===== src/hts_pkg.sv =====
// Package with the types and constants of the triangle instance scatter.
`timescale 1ns / 1ps
package hts_pkg;

	localparam logic [31:0] SEED_STEP = 32'd3266489917;
	localparam logic [31:0] MIX_MUL1 = 32'h7feb352d;
	localparam logic [31:0] MIX_MUL2 = 32'h846ca68b;
	localparam int unsigned LANES = 7;
	localparam logic [24:0] ONE_Q24 = 25'd16777216;
	localparam logic [23:0] CURVE_OFFSET = 24'd1677722;
	localparam logic [15:0] HEIGHT_RESET = 16'd1550;
	localparam logic [24:0] HEIGHT_BASE_MUL = 25'd500;
	localparam logic [26:0] HEIGHT_VAR_MUL = 27'd1550;
	localparam logic [24:0] BH_BASE_RESET = 25'(HEIGHT_RESET * 500);
	localparam logic [26:0] BH_VAR_RESET = 27'(HEIGHT_RESET * 1550);
	localparam logic signed [34:0] POS_MAX = 35'sd2147483647;
	localparam logic signed [34:0] POS_MIN = -35'sd2147483648;

	typedef struct packed {
		logic signed [31:0] base_x;
		logic signed [31:0] base_y;
		logic signed [31:0] base_z;
		logic signed [31:0] edge1_x;
		logic signed [31:0] edge1_y;
		logic signed [31:0] edge1_z;
		logic signed [31:0] edge2_x;
		logic signed [31:0] edge2_y;
		logic signed [31:0] edge2_z;
	} geom_t;

endpackage


===== src/hts_mix.sv =====
// Two-stage avalanche hash lane returning the top 24 bits of the hash.
`timescale 1ns / 1ps
module hts_mix (
	input  logic        clk,
	input  logic        en,
	input  logic [31:0] seed,
	output logic [23:0] frac
);

	logic [31:0] x;
	logic [31:0] y;
	logic [31:0] z;
	logic [31:0] m1_s2;
	logic [31:0] m2_s3;

	assign x = seed ^ (seed >> 16);
	assign y = m1_s2 ^ (m1_s2 >> 15);
	assign z = m2_s3 ^ (m2_s3 >> 16);
	assign frac = z[31:8];

	always_ff @(posedge clk) begin
		if (en) begin
			m1_s2 <= x * hts_pkg::MIX_MUL1;
			m2_s3 <= y * hts_pkg::MIX_MUL2;
		end
	end

endmodule


===== config.mk =====
export PLATFORM = sky130hd
export DESIGN_NAME = hts_mix
export DESIGN_NICKNAME = d
export VERILOG_FILES = /design/src/hts_pkg.sv /design/src/hts_mix.sv
export SDC_FILE = /design/constraint.sdc
export NUM_CORES = 1
export LEC_CHECK = 0
export BUFFER_PORTS_ARGS = -buffer_cell sky130_fd_sc_hd__buf_2
export CAP_MARGIN = 20
export CORE_ASPECT_RATIO = 1.75
export CORE_MARGIN = 5
export CORE_UTILIZATION = 45
export DETAILED_ROUTE_END_ITERATION = 7
export PLACE_DENSITY = 0.7
export REMOVE_ABC_BUFFERS = 1
export SYNTH_ARGS = -nofsm -noshare
export SYNTH_HDL_FRONTEND = slang
export SYNTH_SLANG_ARGS = --single-unit

===== constraint.sdc =====
create_clock -name clk -period 8.2 [get_ports clk]
set_input_delay 1.23 -clock clk [delete_from_list [all_inputs] [get_ports clk]]
set_output_delay 1.23 -clock clk [all_outputs]
set_load 0.005 [all_outputs]

* Yosys cells after proc, flatten, opt, wreduce, memory -nomap -nowiden
Index checks and enable logic that the tools add are counted.
Storage, ports and cells: bits of input ports 34, latch bits 0, memories 0, flip-flop bits (word level) 64, bits in read-only memories 0, output and inout bits 24, bits in writable memories 0, word-level logic and storage cells 7
Operators by class: multiply operators 2, $lt $le $gt $ge 0, div/mod/pow operators 0, shifts and indexed selects 0, mux-type cells 0, $add $sub $neg 0, reduce and logical (&&, ||, !) cells 0, bitwise logic cells 3, equal/unequal tests 0
Operators with widths (number):
- $xor A32 B16 Y32 | 2
- $mul A32 B31 Y32 const B | 1
- $mul A32 B32 Y32 const B | 1
- $xor A32 B17 Y32 | 1

* Depth between registers and ports, before layout
depth after elaboration 2, mapped depth 25, gate-level depth less buffers 25

* Worst setup path after synthesis
OpenSTA, ideal clock, no wires.
path kind input port to flip-flop, start input seed[22], end register m1_s2[30] (data pin), arrival 7.381 ns, required time 7.942 ns, stages on the path 24, buffers on the path 0, setup time 0.258 ns, path slack 0.561 ns, cell sequence xnor2_1 > inv_1 > ha_1 > inv_1 > fa_1 > inv_1 > ha_1 > inv_1 > fa_1 > inv_1 > fa_1 > inv_1 > fa_1 > inv_1 > fa_1 > fa_1 > ha_1 > and3_1 > a221o_1 > a311o_1 > a2111oi_2 > o21bai_1 > a21oi_1 > xnor2_1
Between the ends: longest elaborated chain between the ends 2
RTL lines:
- from (decl) | RTL line hts_mix.sv:6 | input logic [31:0] seed,
- $xor A32 B16 Y32 | RTL line hts_mix.sv:16 | assign x = seed ^ (seed >> 16);
- $mul A32 B31 Y32 | RTL line hts_mix.sv:23 | m1_s2 <= x * hts_pkg::MIX_MUL1;
- to (signal assigned) | RTL line hts_mix.sv:23
- to (decl) | RTL line hts_mix.sv:13 | logic [31:0] m1_s2;
No other way between the ends. A chain may end at the register's enable or synchronous reset.

* Final worst setup path
Ends and elaborated chain as after synthesis.

==> flow_metrics.py <==
metrics = {
    "clocking": {
        "cts_setup_buffers": 0,
        "clkTransAtPathRegs_ps": 70,
        "insertion_delay_ps": 320,
        "cts_made_buffers": 5,
        "tritoncts": "built",
        "h-tree-depth": 2,
        "clkSinkCount": 56,
        "cts_root_buf": "clkbuf_16",
        "clockBufferDepth": 2,
    },
    "logic_synthesis": {
        "synth.cell_area_um2": 18400,
        "ys_seq_area_share_pct": 9.13,
        "synth_top_area_share_pct": 37.9,
        "syn-mean-instance-area_um2": 10.6,
        "synth_area_leader_cell": "fa_1",
        "synth_cells": 1735,
        "ys_types": 43,
        "ys.flop_type": "edfxtp_1",
        "synth-edff-count": 56,
        "synthTopCellsByArea": "fa_1 (38%), ha_1 (25%), inv_1 (10%)",
        "yosys_warnings": 0,
        "async_reset_ff_share_pct": 0,
        "ys_seq_elements": 56,
    },
    "worst_setup_path": {
        "crit_path_end_kind": "register",
        "crit_path_start_kind": "input pin",
        "worst_ep_required_time_ps": 8260,
        "critical_path_class": "in -> reg",
        "crit_fanout": 10,
        "arrival_ps": 7760,
    },
    "routing": {
        "drcViolationCount": 0,
        "drt_wl_total_mm": 50.4,
        "via_count": 12125,
        "ant_nets": 0,
        "route.detailed.wl_per_inst_um": 21.1,
        "via_per_inst": 5.08,
        "firstDrtPassIters": 4,
        "drt_iter0_markers": 363,
    },
    "die": {
        "dieArea_um2": 45200,
        "core_um2": 40700,
        "row_count": 98,
        "fp.dieW_um": 163,
        "die_h_um": 278,
        "ios": 58,
        "initial_core_util_pct": 45.2,
    },
    "grt": {
        "grtUsageTotal_pct": 23.3,
        "busiest_layer": "met2",
        "grt_pass1_wl_mm": 78.7,
        "grt_overflow": 0,
        "grt_max_degree": 57,
        "use_met2_pct": 45.8,
        "grt_pass1_vias": 14466,
        "antenna_found_initial": 0,
        "met1_usage_pct": 19.6,
        "use_met3_pct": 1.80,
    },
    "timing": {
        "finClkSkew_ps": 12.1,
        "finalHoldViolations": 0,
        "fin_crit_sh_pct": 93.8,
        "slew_headroom_pct": 46.5,
        "setup_viol": 0,
        "fin_crit_ps": 7690,
        "maxSlewViolCount": 0,
        "worstMarginPinSlew_ps": 796,
        "setup-tns-final_ps": 0,
        "rsz0062_at_grt": "no",
        "max_freq_mhz": 130,
    },
    "cells_and_area": {
        "area_growth_pct": 7.85,
        "multi_input_area_um2": 14700,
        "diodes": 0,
        "fin_nets": 2589,
        "fillers": 3841,
        "layout-drive-gt1-share_pct": 6.96,
        "regArea_um2": 1680,
    },
    "placed_design": {
        "dp_hpwl_mm": 46.5,
        "port_buffers": 57,
        "gp_congestion": 1.02,
    },
    "run": {
        "maxCapViolations": 0,
    },
    "run_status": {
        "status": "finished clean",
    },
    "hold_path": {
        "hp-class": "reg -> reg",
    },
}
[cell families (layout without fill, tap and decap cells)]
logic type	Yosys count	in the layout	share of synthesized area [%]
adders and majority gates	717	717	62.9
buffers and inverters	518	622	10.9
xor gates and xnor gates	199	199	9.46
and+or+nand+nor	128	128	3.38
AOI/OAI and AO/OA	117	117	4.22
DFF	56	56	9.13
[layer usage]
metal,part of all wire [%],up-vias
met5,0,-
met4,13,0
met3,2.5,192
met2,56,325
met1,29,6071
li1,-,5537
[cell usage in the layout, fill, tap and decap left out, drive strengths merged, types with 2 or more instances in the layout]
cell type | netlist | routed
a211o | 3 | 3
a211oi | 8 | 8
a21o | 20 | 20
a21oi | 30 | 30
a221o | 2 | 2
a31oi | 4 | 4
a41o | 2 | 2
and2 | 15 | 15
and3 | 7 | 7
buf | 16 | 113
clkbuf | 1 | 5
clkinv | 2 | 3
edfxtp | 56 | 56
fa | 349 | 349
ha | 368 | 368
inv | 499 | 499
nand2 | 23 | 23
nand2b | 8 | 8
nand3 | 9 | 9
nand4 | 4 | 4
nor2 | 41 | 41
nor2b | 4 | 4
nor3 | 8 | 8
o21a | 10 | 10
o21ai | 22 | 22
o21bai | 5 | 5
o221ai | 2 | 2
or2 | 4 | 4
or3 | 2 | 2
xnor2 | 130 | 130
xor2 | 69 | 69
[final timing paths]
check | start | endpoint | slack, ps | cells past startpoint
max | seed[22] | m1_s2[30]$_DFFE_PP_ | 510 | 26
min | m1_s2[22]$_DFFE_PP_ | m2_s3[23]$_DFFE_PP_ | 1380 | 5
max reg2reg | m1_s2[24]$_DFFE_PP_ | m2_s3[31]$_DFFE_PP_ | 620 | 24
min reg2reg | m1_s2[22]$_DFFE_PP_ | m2_s3[23]$_DFFE_PP_ | 1380 | 5
[metrics by stage]
stage                     instances  util, %  instance area [µm²]  hold WS [ps]  setup WS, ps
after global routing           2389     48.8                19900          1430           264
after floorplan                1718        -                18300          1140           561
final                          2389     48.8                19900          1380           506
after detailed placement       2381     48.4                19700          1340          84.6
after global placement         2381     48.4                19700          1360           243
after CTS                      2389     48.8                19900          1370           401
[worst max-delay path, cell delays in order]
cell,delay (ps)
buf_2,230
xnor2_1,160
buf_4,230
inv_1,90
ha_1,300
inv_1,80
fa_1,470
inv_1,90
ha_1,130
inv_1,40
fa_1,480
inv_1,50
fa_1,500
inv_1,60
fa_1,520
inv_1,50
fa_1,490
fa_1,410
ha_1,390
and3_1,230
a221o_1,390
a311o_1,420
a2111oi_2,310
o21bai_1,110
a21oi_1,200
xnor2_1,80
[cell type report]
cell class	instances	share of cell area [%]
clock buffer	5	0.630
multi-input combinational	1161	74.2
clock inverter	3	0.214
timing repair buffer	113	3.55
inverter	501	9.47
tap	550	3.46
sequential	56	8.47
[timing repair]
action | CTS | global route
gates resized for setup | 0 | 1
setup endpoints to repair | 0 | 1
hold buffers | 0 | 0
[state kept, by name, indices dropped and copies added (netlist names)]
| name | count |
|---|---|
| m2_s3 | 24 |
| m1_s2 | 32 |
[cell usage after synthesis (all sizes together), types with 2 or more instances]
| cell type | number |
|---|---|
| and2 | 15 |
| buf | 16 |
| or3 | 2 |
| or2 | 4 |
| xor2 | 69 |
| o221ai | 2 |
| a21oi | 30 |
| ha | 368 |
| a31oi | 4 |
| nor3 | 8 |
| nand2b | 8 |
| edfxtp | 56 |
| nor2 | 41 |
| fa | 349 |
| a21o | 20 |
| xnor2 | 130 |
| o21a | 10 |
| nand4 | 4 |
| o21ai | 22 |
| a211oi | 8 |
| and3 | 7 |
| nor2b | 4 |
| nand3 | 9 |
| o21bai | 5 |
| a211o | 3 |
| clkinv | 2 |
| a221o | 2 |
| nand2 | 23 |
| inv | 499 |
| a41o | 2 |
Power is left out: the tool's default activity adds up to more than one toggle a clock period on the data nets, which glitch-free logic cannot reach.
